### config.mk
export PLATFORM = sky130hd
export DESIGN_NAME = mecanum_wheel_slew_and_kinematics
export DESIGN_NICKNAME = d
export VERILOG_FILES = /design/src/design/mwsk_pkg.sv /design/src/design/mwsk_lane.sv /design/src/design/mwsk_merge.sv /design/src/design/mecanum_wheel_slew_and_kinematics.sv
export SDC_FILE = /design/constraint.sdc
export NUM_CORES = 2
export LEC_CHECK = 0
export CORE_ASPECT_RATIO = 0.5
export CORE_MARGIN = 2
export CORE_UTILIZATION = 65
export DETAILED_ROUTE_END_ITERATION = 7
export DONT_BUFFER_PORTS = 1
export GPL_ROUTABILITY_DRIVEN = 0
export PLACE_DENSITY = 0.85
export SLEW_MARGIN = 15
export SYNTH_ARGS = -nofsm -noshare
export SYNTH_HDL_FRONTEND = slang
export SYNTH_SLANG_ARGS = --single-unit
### constraint.sdc
create_clock -name clk -period 21.1 [get_ports clk]
set_clock_uncertainty 0.15 [all_clocks]
set_input_delay 2.11 -clock clk [delete_from_list [all_inputs] [get_ports clk]]
set_output_delay 2.11 -clock clk [all_outputs]
set_load 0.005 [all_outputs]
### src/design/mwsk_pkg.sv
// ----------------------------------------------------------------------------
// mwsk_pkg
// Shared types and constants for the mecanum slew and kinematics block.
// ----------------------------------------------------------------------------
package mwsk_pkg;

  localparam int WHEELS    = 4;
  localparam int SPEED_W   = 19;
  localparam int ELAPSED_W = 16;
  localparam int DT_W      = 10;
  localparam int ACCEL_W   = 12;
  localparam int STEP_W    = ACCEL_W + DT_W;
  localparam int GAIN_W    = 16;
  localparam int SUM_W     = 22;
  localparam int PROD_W    = GAIN_W + 1 + SUM_W;
  localparam int OUT_W     = 25;
  localparam int RND_BIT   = 16;

  localparam logic [ELAPSED_W-1:0] MAX_VALID_MS = 16'd1000;

  localparam logic [1:0] REG_ACCEL    = 2'd0;
  localparam logic [1:0] REG_INTERVAL = 2'd1;
  localparam logic [1:0] REG_LIN_GAIN = 2'd2;
  localparam logic [1:0] REG_ANG_GAIN = 2'd3;

  localparam logic [ACCEL_W-1:0] ACCEL_RESET    = 12'd48;
  localparam logic [DT_W-1:0]    INTERVAL_RESET = 10'd10;
  localparam logic [GAIN_W-1:0]  LIN_GAIN_RESET = 16'd7028;
  localparam logic [GAIN_W-1:0]  ANG_GAIN_RESET = 16'd13310;

  typedef logic signed [SPEED_W-1:0] speed_t;
  typedef logic signed [OUT_W-1:0]   vel_t;

  typedef enum logic [2:0] {
    S_IDLE,
    S_STEP,
    S_SLEW,
    S_SUM,
    S_MUL,
    S_OUT
  } state_t;

  typedef struct packed {
    logic sum_en;
    logic mul_en;
  } merge_ctrl_t;

  localparam speed_t SPEED_MAX = 19'sh3FFFF;
  localparam speed_t SPEED_MIN = 19'sh40000;

  function automatic speed_t neg_sat(input speed_t v);
    speed_t r;
    if (v == SPEED_MIN) begin
      r = SPEED_MAX;
    end else begin
      r = -v;
    end
    return r;
  endfunction

endpackage

### src/design/mwsk_lane.sv
// ----------------------------------------------------------------------------
// mwsk_lane
// One wheel: holds the target and the simulated speed, ramps toward target.
// ----------------------------------------------------------------------------
module mwsk_lane (
  input  logic                                 clk,
  input  logic                                 rst,
  input  logic                                 load,
  input  mwsk_pkg::speed_t                     target_in,
  input  logic                                 en,
  input  logic [mwsk_pkg::STEP_W-1:0]          step,
  output mwsk_pkg::speed_t                     speed
);

  mwsk_pkg::speed_t                    target;
  mwsk_pkg::speed_t                    speed_next;
  mwsk_pkg::speed_t                    up_val;
  mwsk_pkg::speed_t                    dn_val;
  logic signed [mwsk_pkg::SPEED_W:0]   diff;
  logic        [mwsk_pkg::SPEED_W:0]   mag;
  logic                                far;

  always_comb begin
    diff   = $signed({target[mwsk_pkg::SPEED_W-1], target})
           - $signed({speed[mwsk_pkg::SPEED_W-1], speed});
    mag    = diff[mwsk_pkg::SPEED_W] ? 20'(-diff) : 20'(diff);
    far    = {2'b00, mag} > step;
    up_val = mwsk_pkg::SPEED_W'($signed({speed[mwsk_pkg::SPEED_W-1], speed})
           + $signed({1'b0, step[mwsk_pkg::SPEED_W-1:0]}));
    dn_val = mwsk_pkg::SPEED_W'($signed({speed[mwsk_pkg::SPEED_W-1], speed})
           - $signed({1'b0, step[mwsk_pkg::SPEED_W-1:0]}));
    if (far) begin
      speed_next = diff[mwsk_pkg::SPEED_W] ? dn_val : up_val;
    end else begin
      speed_next = target;
    end
  end

  always_ff @(posedge clk) begin
    if (load) begin
      target <= target_in;
    end
  end

  always_ff @(posedge clk) begin
    if (rst) begin
      speed <= '0;
    end else if (en) begin
      speed <= speed_next;
    end
  end

  a_move_bounded: assert property (@(posedge clk) disable iff (rst)
    en |=> (speed == $past(target)) || (speed == $past(up_val)) ||
           (speed == $past(dn_val)))
    else $error("lane speed moved to an unexpected value");

  a_hold_at_target: assert property (@(posedge clk) disable iff (rst)
    (en && (speed == target)) |=> $stable(speed))
    else $error("lane speed left its target");

endmodule

### src/design/mwsk_merge.sv
// ----------------------------------------------------------------------------
// mwsk_merge
// Combines the four wheel speeds into vx, vy and yaw rate (signed Q25.0).
// ----------------------------------------------------------------------------
module mwsk_merge (
  input  logic                            clk,
  input  mwsk_pkg::merge_ctrl_t           ctrl,
  input  mwsk_pkg::speed_t                speed [mwsk_pkg::WHEELS],
  input  logic [mwsk_pkg::GAIN_W-1:0]     lin_gain,
  input  logic [mwsk_pkg::GAIN_W-1:0]     ang_gain,
  output mwsk_pkg::vel_t                  vel_x,
  output mwsk_pkg::vel_t                  vel_y,
  output mwsk_pkg::vel_t                  yaw_rate
);

  localparam int QW = mwsk_pkg::PROD_W - mwsk_pkg::RND_BIT;

  logic signed [mwsk_pkg::SUM_W-1:0]  w [mwsk_pkg::WHEELS];
  logic signed [mwsk_pkg::SUM_W-1:0]  sum_x;
  logic signed [mwsk_pkg::SUM_W-1:0]  sum_y;
  logic signed [mwsk_pkg::SUM_W-1:0]  sum_z;
  logic signed [mwsk_pkg::PROD_W-1:0] prod_x;
  logic signed [mwsk_pkg::PROD_W-1:0] prod_y;
  logic signed [mwsk_pkg::PROD_W-1:0] prod_z;
  logic signed [mwsk_pkg::PROD_W-1:0] rnd_x;
  logic signed [mwsk_pkg::PROD_W-1:0] rnd_y;
  logic signed [mwsk_pkg::PROD_W-1:0] rnd_z;
  logic signed [mwsk_pkg::PROD_W-1:0] half;

  for (genvar i = 0; i < mwsk_pkg::WHEELS; i++) begin : g_ext
    assign w[i] = mwsk_pkg::SUM_W'(speed[i]);
  end

  always_ff @(posedge clk) begin
    if (ctrl.sum_en) begin
      sum_x <= w[0] + w[1] + w[2] + w[3];
      sum_y <= -w[0] + w[1] + w[2] - w[3];
      sum_z <= -w[0] + w[1] - w[2] + w[3];
    end
  end

  always_ff @(posedge clk) begin
    if (ctrl.mul_en) begin
      prod_x <= mwsk_pkg::PROD_W'($signed({1'b0, lin_gain})) * mwsk_pkg::PROD_W'(sum_x);
      prod_y <= mwsk_pkg::PROD_W'($signed({1'b0, lin_gain})) * mwsk_pkg::PROD_W'(sum_y);
      prod_z <= mwsk_pkg::PROD_W'($signed({1'b0, ang_gain})) * mwsk_pkg::PROD_W'(sum_z);
    end
  end

  // Round half up and drop 16 fraction bits; the 23-bit result is sign-extended
  // into the 25-bit output, so no saturation is needed.
  always_comb begin
    half     = mwsk_pkg::PROD_W'(1) <<< (mwsk_pkg::RND_BIT - 1);
    rnd_x    = prod_x + half;
    rnd_y    = prod_y + half;
    rnd_z    = prod_z + half;
    vel_x    = mwsk_pkg::OUT_W'($signed(rnd_x[mwsk_pkg::PROD_W-1 -: QW]));
    vel_y    = mwsk_pkg::OUT_W'($signed(rnd_y[mwsk_pkg::PROD_W-1 -: QW]));
    yaw_rate = mwsk_pkg::OUT_W'($signed(rnd_z[mwsk_pkg::PROD_W-1 -: QW]));
  end

endmodule

### src/design/mecanum_wheel_slew_and_kinematics.sv
// ----------------------------------------------------------------------------
// mecanum_wheel_slew_and_kinematics
// Ramps four simulated wheel speeds toward their commands, then applies
// mecanum forward kinematics.
//
//   channel  direction  payload (lsb first)
//   s_*      in         cmd_speed_1..4 (19b each), elapsed_ms (16b), pad to 96
//   m_*      out        vel_x, vel_y, yaw_rate (25b each), act_speed_1..4
//                       (19b each), pad to 152
//   APB      in/out     accel_per_ms @0x0, default_interval_ms @0x4,
//                       linear_gain @0x8, angular_gain @0xC
//
// From acceptance a request passes in order through step multiply, wheel
// lane update, sums, gain multiply, and round and load into the output
// register; the load waits while an earlier result is still untaken.
// One request is in flight at a time; the next is taken once the result is
// in the output register, even while that result waits on m_tready.
// Synchronous reset zeroes the wheel speeds and arms the first-tick interval.
// ----------------------------------------------------------------------------
module mecanum_wheel_slew_and_kinematics (
  input  logic          clk,
  input  logic          rst,
  input  logic          s_tvalid,
  output logic          s_tready,
  input  logic [95:0]   s_tdata,   // cmd_speed_1, cmd_speed_2, cmd_speed_3, cmd_speed_4, elapsed_ms
  output logic          m_tvalid,
  input  logic          m_tready,
  output logic [151:0]  m_tdata,   // vel_x, vel_y, yaw_rate, act_speed_1..4
  input  logic          psel,
  input  logic          penable,
  input  logic          pwrite,
  input  logic [3:0]    paddr,
  input  logic [31:0]   pwdata,
  output logic [31:0]   prdata,
  output logic          pready
);

  localparam int SW = mwsk_pkg::SPEED_W;

  mwsk_pkg::state_t                  state;
  mwsk_pkg::state_t                  state_next;
  mwsk_pkg::merge_ctrl_t             merge_ctrl;
  mwsk_pkg::speed_t                  cmd      [mwsk_pkg::WHEELS];
  mwsk_pkg::speed_t                  tgt      [mwsk_pkg::WHEELS];
  mwsk_pkg::speed_t                  speed    [mwsk_pkg::WHEELS];
  mwsk_pkg::vel_t                    vel_x;
  mwsk_pkg::vel_t                    vel_y;
  mwsk_pkg::vel_t                    yaw_rate;
  logic [mwsk_pkg::ACCEL_W-1:0]      accel_per_ms;
  logic [mwsk_pkg::DT_W-1:0]         default_interval_ms;
  logic [mwsk_pkg::GAIN_W-1:0]       linear_gain;
  logic [mwsk_pkg::GAIN_W-1:0]       angular_gain;
  logic [mwsk_pkg::ELAPSED_W-1:0]    elapsed_ms;
  logic [mwsk_pkg::DT_W-1:0]         dt;
  logic [mwsk_pkg::DT_W-1:0]         dt_next;
  logic [mwsk_pkg::STEP_W-1:0]       step;
  logic                              first_tick;
  logic                              accept;
  logic                              lane_en;
  logic                              out_load;
  logic                              cfg_wr;

  // configuration
  assign pready = 1'b1;
  assign cfg_wr = psel & penable & pwrite & pready;

  always_ff @(posedge clk) begin
    if (rst) begin
      accel_per_ms        <= mwsk_pkg::ACCEL_RESET;
      default_interval_ms <= mwsk_pkg::INTERVAL_RESET;
      linear_gain         <= mwsk_pkg::LIN_GAIN_RESET;
      angular_gain        <= mwsk_pkg::ANG_GAIN_RESET;
    end else if (cfg_wr) begin
      case (paddr[3:2])
        mwsk_pkg::REG_ACCEL:    accel_per_ms        <= pwdata[mwsk_pkg::ACCEL_W-1:0];
        mwsk_pkg::REG_INTERVAL: default_interval_ms <= pwdata[mwsk_pkg::DT_W-1:0];
        mwsk_pkg::REG_LIN_GAIN: linear_gain         <= pwdata[mwsk_pkg::GAIN_W-1:0];
        mwsk_pkg::REG_ANG_GAIN: angular_gain        <= pwdata[mwsk_pkg::GAIN_W-1:0];
        default: ;
      endcase
    end
  end

  always_comb begin
    case (paddr[3:2])
      mwsk_pkg::REG_ACCEL:    prdata = 32'(accel_per_ms);
      mwsk_pkg::REG_INTERVAL: prdata = 32'(default_interval_ms);
      mwsk_pkg::REG_LIN_GAIN: prdata = 32'(linear_gain);
      mwsk_pkg::REG_ANG_GAIN: prdata = 32'(angular_gain);
      default:                prdata = '0;
    endcase
  end

  // input decode
  assign accept     = s_tvalid & s_tready;
  assign elapsed_ms = s_tdata[mwsk_pkg::WHEELS*SW +: mwsk_pkg::ELAPSED_W];

  for (genvar i = 0; i < mwsk_pkg::WHEELS; i++) begin : g_cmd
    assign cmd[i] = s_tdata[i*SW +: SW];
    if (i == 0 || i == 2) begin : g_neg
      assign tgt[i] = mwsk_pkg::neg_sat(cmd[i]);
    end else begin : g_pos
      assign tgt[i] = cmd[i];
    end
  end

  always_comb begin
    if (first_tick || elapsed_ms == '0 || elapsed_ms > mwsk_pkg::MAX_VALID_MS) begin
      dt_next = default_interval_ms;
    end else begin
      dt_next = elapsed_ms[mwsk_pkg::DT_W-1:0];
    end
  end

  always_ff @(posedge clk) begin
    if (rst) begin
      first_tick <= 1'b1;
    end else if (accept) begin
      first_tick <= 1'b0;
    end
  end

  always_ff @(posedge clk) begin
    if (accept) begin
      dt <= dt_next;
    end
    if (state == mwsk_pkg::S_STEP) begin
      step <= mwsk_pkg::STEP_W'(accel_per_ms) * mwsk_pkg::STEP_W'(dt);
    end
  end

  // sequencer
  always_ff @(posedge clk) begin
    if (rst) begin
      state <= mwsk_pkg::S_IDLE;
    end else begin
      state <= state_next;
    end
  end

  always_comb begin
    case (state)
      mwsk_pkg::S_IDLE: state_next = accept ? mwsk_pkg::S_STEP : mwsk_pkg::S_IDLE;
      mwsk_pkg::S_STEP: state_next = mwsk_pkg::S_SLEW;
      mwsk_pkg::S_SLEW: state_next = mwsk_pkg::S_SUM;
      mwsk_pkg::S_SUM:  state_next = mwsk_pkg::S_MUL;
      mwsk_pkg::S_MUL:  state_next = mwsk_pkg::S_OUT;
      mwsk_pkg::S_OUT:  state_next = out_load ? mwsk_pkg::S_IDLE : mwsk_pkg::S_OUT;
      default:          state_next = mwsk_pkg::S_IDLE;
    endcase
  end

  always_comb begin
    s_tready          = 1'b0;
    lane_en           = 1'b0;
    merge_ctrl.sum_en = 1'b0;
    merge_ctrl.mul_en = 1'b0;
    out_load          = 1'b0;
    case (state)
      mwsk_pkg::S_IDLE: s_tready          = 1'b1;
      mwsk_pkg::S_SLEW: lane_en           = 1'b1;
      mwsk_pkg::S_SUM:  merge_ctrl.sum_en = 1'b1;
      mwsk_pkg::S_MUL:  merge_ctrl.mul_en = 1'b1;
      mwsk_pkg::S_OUT:  out_load          = !m_tvalid || m_tready;
      default: ;
    endcase
  end

  // wheel lanes
  for (genvar i = 0; i < mwsk_pkg::WHEELS; i++) begin : g_lane
    mwsk_lane u_lane (
      .clk       (clk),
      .rst       (rst),
      .load      (accept),
      .target_in (tgt[i]),
      .en        (lane_en),
      .step      (step),
      .speed     (speed[i])
    );
  end

  mwsk_merge u_merge (
    .clk      (clk),
    .ctrl     (merge_ctrl),
    .speed    (speed),
    .lin_gain (linear_gain),
    .ang_gain (angular_gain),
    .vel_x    (vel_x),
    .vel_y    (vel_y),
    .yaw_rate (yaw_rate)
  );

  // output register
  always_ff @(posedge clk) begin
    if (rst) begin
      m_tvalid <= 1'b0;
    end else if (out_load) begin
      m_tvalid <= 1'b1;
    end else if (m_tready) begin
      m_tvalid <= 1'b0;
    end
  end

  always_ff @(posedge clk) begin
    if (out_load) begin
      m_tdata <= {1'b0, speed[3], speed[2], speed[1], speed[0],
                  yaw_rate, vel_y, vel_x};
    end
  end

  a_first_cleared: assert property (@(posedge clk) disable iff (rst)
    accept |=> !first_tick)
    else $error("first tick flag not cleared after a request");

  a_latency: assert property (@(posedge clk) disable iff (rst)
    accept |-> ##5 (state == mwsk_pkg::S_OUT))
    else $error("request did not reach the output stage on time");

  a_load_from_out: assert property (@(posedge clk) disable iff (rst)
    $rose(m_tvalid) |-> ($past(state) == mwsk_pkg::S_OUT))
    else $error("result presented outside the output stage");

endmodule
==> summary.txt <==
Critical path
  – Crit. End Element: flop
  – WP data required: 21450 ps
  – Worst path cell trace: and2_1, fa_1, inv_1, fa_1, inv_1, fa_1, fa_1, fa_1, inv_1, fa_1, inv_1, ha_1, nand2_1, or3_1, a211oi_1, o21a_1, a21oi_1, o21ai_1, a41oi_1, a2111oi_2, a311oi_1, xnor2_1
  – Most frequent cell on the critical path: fa_1
  – Critical Path Fanout Max: 24
  – CP delay by family, top: adder cells
  – CP Data Arrival Time: 8490 ps
  – Critical path class: reg -> reg
  – CP max-delay cell: dfxtp_1
  – Buffers & Inverters on Critical Path: 4
  – Slowest stage delay, CP: 1140 ps
  – Startpoint type of the worst setup path: flop

Clock network
  – Count of clock tree sinks: 526
  – Number of buffers created by CTS: 50
  – TritonCTS clock tree: built
  – Clock-pin slew on the worst setup and hold paths: 70 ps
  – CTS root buf: clkbuf_16
  – Number of gates resized after cts: 0
  – Max Root-Sink Buffers: 3
  – Post-CTS Setup Inserts: 0
  – H-tree levels: 2
  – Hold Buf Count CTS: 0
  – Clk_lat worst skew: 700 ps

Status
  – Status: completed

Yosys
  – Post-Syn Instances: 8342
  – Top_reg_cell synth: edfxtp_1
  – Syn avg cell area: 9.297 um2
  – Synthesis Warnings: 0
  – Ys async rst share: 0%
  – Number of synthesized flops with an enable pin: 391
  – Register area share after synthesis: 18.62%
  – Yosys reg bits: 526
  – Yosys cell types: 88
  – Syn Std Cell Area: 0.07755 mm2

Die
  – Ports: 326
  – Core area: 0.1182 mm2
  – Die height: 248.2 um
  – Initial core utilization: 65.64%
  – Die width: 492.5 um
  – Num rows: 89
  – Die area: 0.1223 mm2

Route
  – Via count: 58719
  – DR vias/cell: 6.000
  – Post-Route WL: 205000 um
  – # DRC: 0
  – Initial DRC count: 5835
  – Drt wl/cell: 20.94 um
  – Routed Antenna Nets: 0
  – DR pass1 iterations: 6

Cells and area
  – Share of layout cells above drive strength 1: 2.662%
  – Fill cells: 8555
  – Area of the multi-input gates: 0.05613 mm2
  – # nets final: 10162
  – Storage element area: 0.01445 mm2
  – P&R area growth vs syn: 3.824%

Global route
  – Largest net degree at the start of global routing: 109
  – Congestion Overflow GR: 0
  – Initial antenna violation count: 7
  – First-pass GRT wire length: 321200 um
  – Vias in the first global route: 59778
  – GRT Total Usage: 33.81%

Place
  – DP Wirelength: 157200 um
  – Port Buf Inserts: 0

STA
  – Final hold viol count: 0
  – Tmin final: 8134 ps
  – Max Fclk: 122.9 MHz
  – Worst slew margin: 17.37%
  – Final setup fails: 0
  – Unrepaired setup endpoints after global routing: no
  – Max-slew violation count: 0
  – Slew @ Worst Pin: 1238 ps
  – Total negative slack: 0 ps
  – Period utilisation layout: 38.55%

Run
  – Max Cap Violations: 0

Min path
  – Hold crit path type: reg -> reg
## kinds of logic after synthesis
kind of cell	share of synthesized area [%]
multiplexers	0.9842
AO/OA/AOI/OAI	8.420
adder cells (fa/ha/maj)	41.78
buffers and inverters	9.143
AND/OR/NAND/NOR	15.21
XOR/XNOR	5.828
flip-flops	18.62
other	0.009684
## worst paths after layout
check,slack (ps),depth (start not counted),start,end
setup / recovery,12970,22,angular_gain[13],u_merge.prod_z[38]
hold / removal,350,2,linear_gain[13],linear_gain[13]
setup reg to reg,12970,22,angular_gain[13],u_merge.prod_z[38]
hold reg to reg,350,2,linear_gain[13],linear_gain[13]
## flip-flops by register name, indices dropped and copies added (netlist names), 3 cells and up
register,count
accel_per_ms,12
angular_gain,16
default_interval_ms,10
dt,10
g_lane.u_lane.speed,76
g_lane.u_lane.target,76
linear_gain,16
m_tdata,145
state,3
step,22
u_merge.prod_x,24
u_merge.prod_y,24
u_merge.prod_z,24
u_merge.sum_x,22
u_merge.sum_y,22
u_merge.sum_z,22
## metal layers
layer  vias to the layer above  track usage, %  share of wire, %
li1                      25996               -                 -
met1                     28530           42.26                37
met2                      3339           53.95                44
met3                       850           8.938                12
met4                         4           18.90               7.0
met5                         -               0             0.013
## synth_stat cells, drive strengths merged (18+ instances only)
cell type	instances	share of area, %
a211oi	92	0.90
a21o	124	1.2
a21oi	316	2.0
a31oi	30	0.24
and2	484	3.9
and3	56	0.45
buf	33	0.28
clkbuf	283	1.4
dfxtp	135	3.5
edfxtp	391	15
fa	1191	31
ha	684	11
inv	1546	7.5
mux2i	38	0.49
nand2	1030	5.0
nand2b	44	0.35
nand3	117	0.76
nand4	40	0.32
nor2	415	2.0
nor2b	70	0.56
nor3	94	0.61
nor4	25	0.20
o211ai	18	0.17
o21a	67	0.65
o21ai	178	1.2
o21bai	27	0.26
o31ai	20	0.20
or2	21	0.17
or3	33	0.27
xnor2	376	4.2
xor2	140	1.6
## tightest hold or removal path, delay by kind of cell, from the launching register on
kind	cells	cell delay, ps
and+or+nand+nor	1	60
DFF	1	330
AOI/OAI and AO/OA	1	60
## per-stage QoR
step                hold WS [ps]  cells  worst slack [ps]  cell area (um2)  util [%]
floorplan                  294.8   8358             11980            77610         -
global placement           309.0   9688             13340            78780     66.68
detailed placement         323.4   9688             13160            78780     66.68
CTS                        335.5   9781             13160            80500     68.14
global route               354.3   9782             12650            80510     68.14
finish                     346.6   9786             12970            80520     68.15
## final cells by class
cell class	count	share of cell area [%]
multi-input cells	5967	69.71
repair buffers	54	0.5035
clock buffers	66	1.770
well taps	1592	2.474
clock inverters	27	0.3636
diodes	5	0.01554
flip-flops and latches	526	17.94
inverters	1549	7.221
## cell usage in the layout, fill, tap and decap left out, drive strengths merged, types with 40 or more instances in the layout
| cell | n |
|---|---|
| ha | 684 |
| nand2 | 1030 |
| inv | 1550 |
| o21a | 67 |
| clkbuf | 66 |
| and3 | 56 |
| nand2b | 44 |
| a21o | 124 |
| and2 | 484 |
| fa | 1191 |
| a211oi | 92 |
| nand4 | 40 |
| nand3 | 117 |
| buf | 54 |
| dfxtp | 135 |
| nor3 | 94 |
| xor2 | 140 |
| a21oi | 316 |
| nor2b | 70 |
| xnor2 | 376 |
| edfxtp | 391 |
| nor2 | 415 |
| o21ai | 178 |
Power is not shown: default switching activity piles up to over one toggle a cycle in this logic, so the estimate is an artifact.
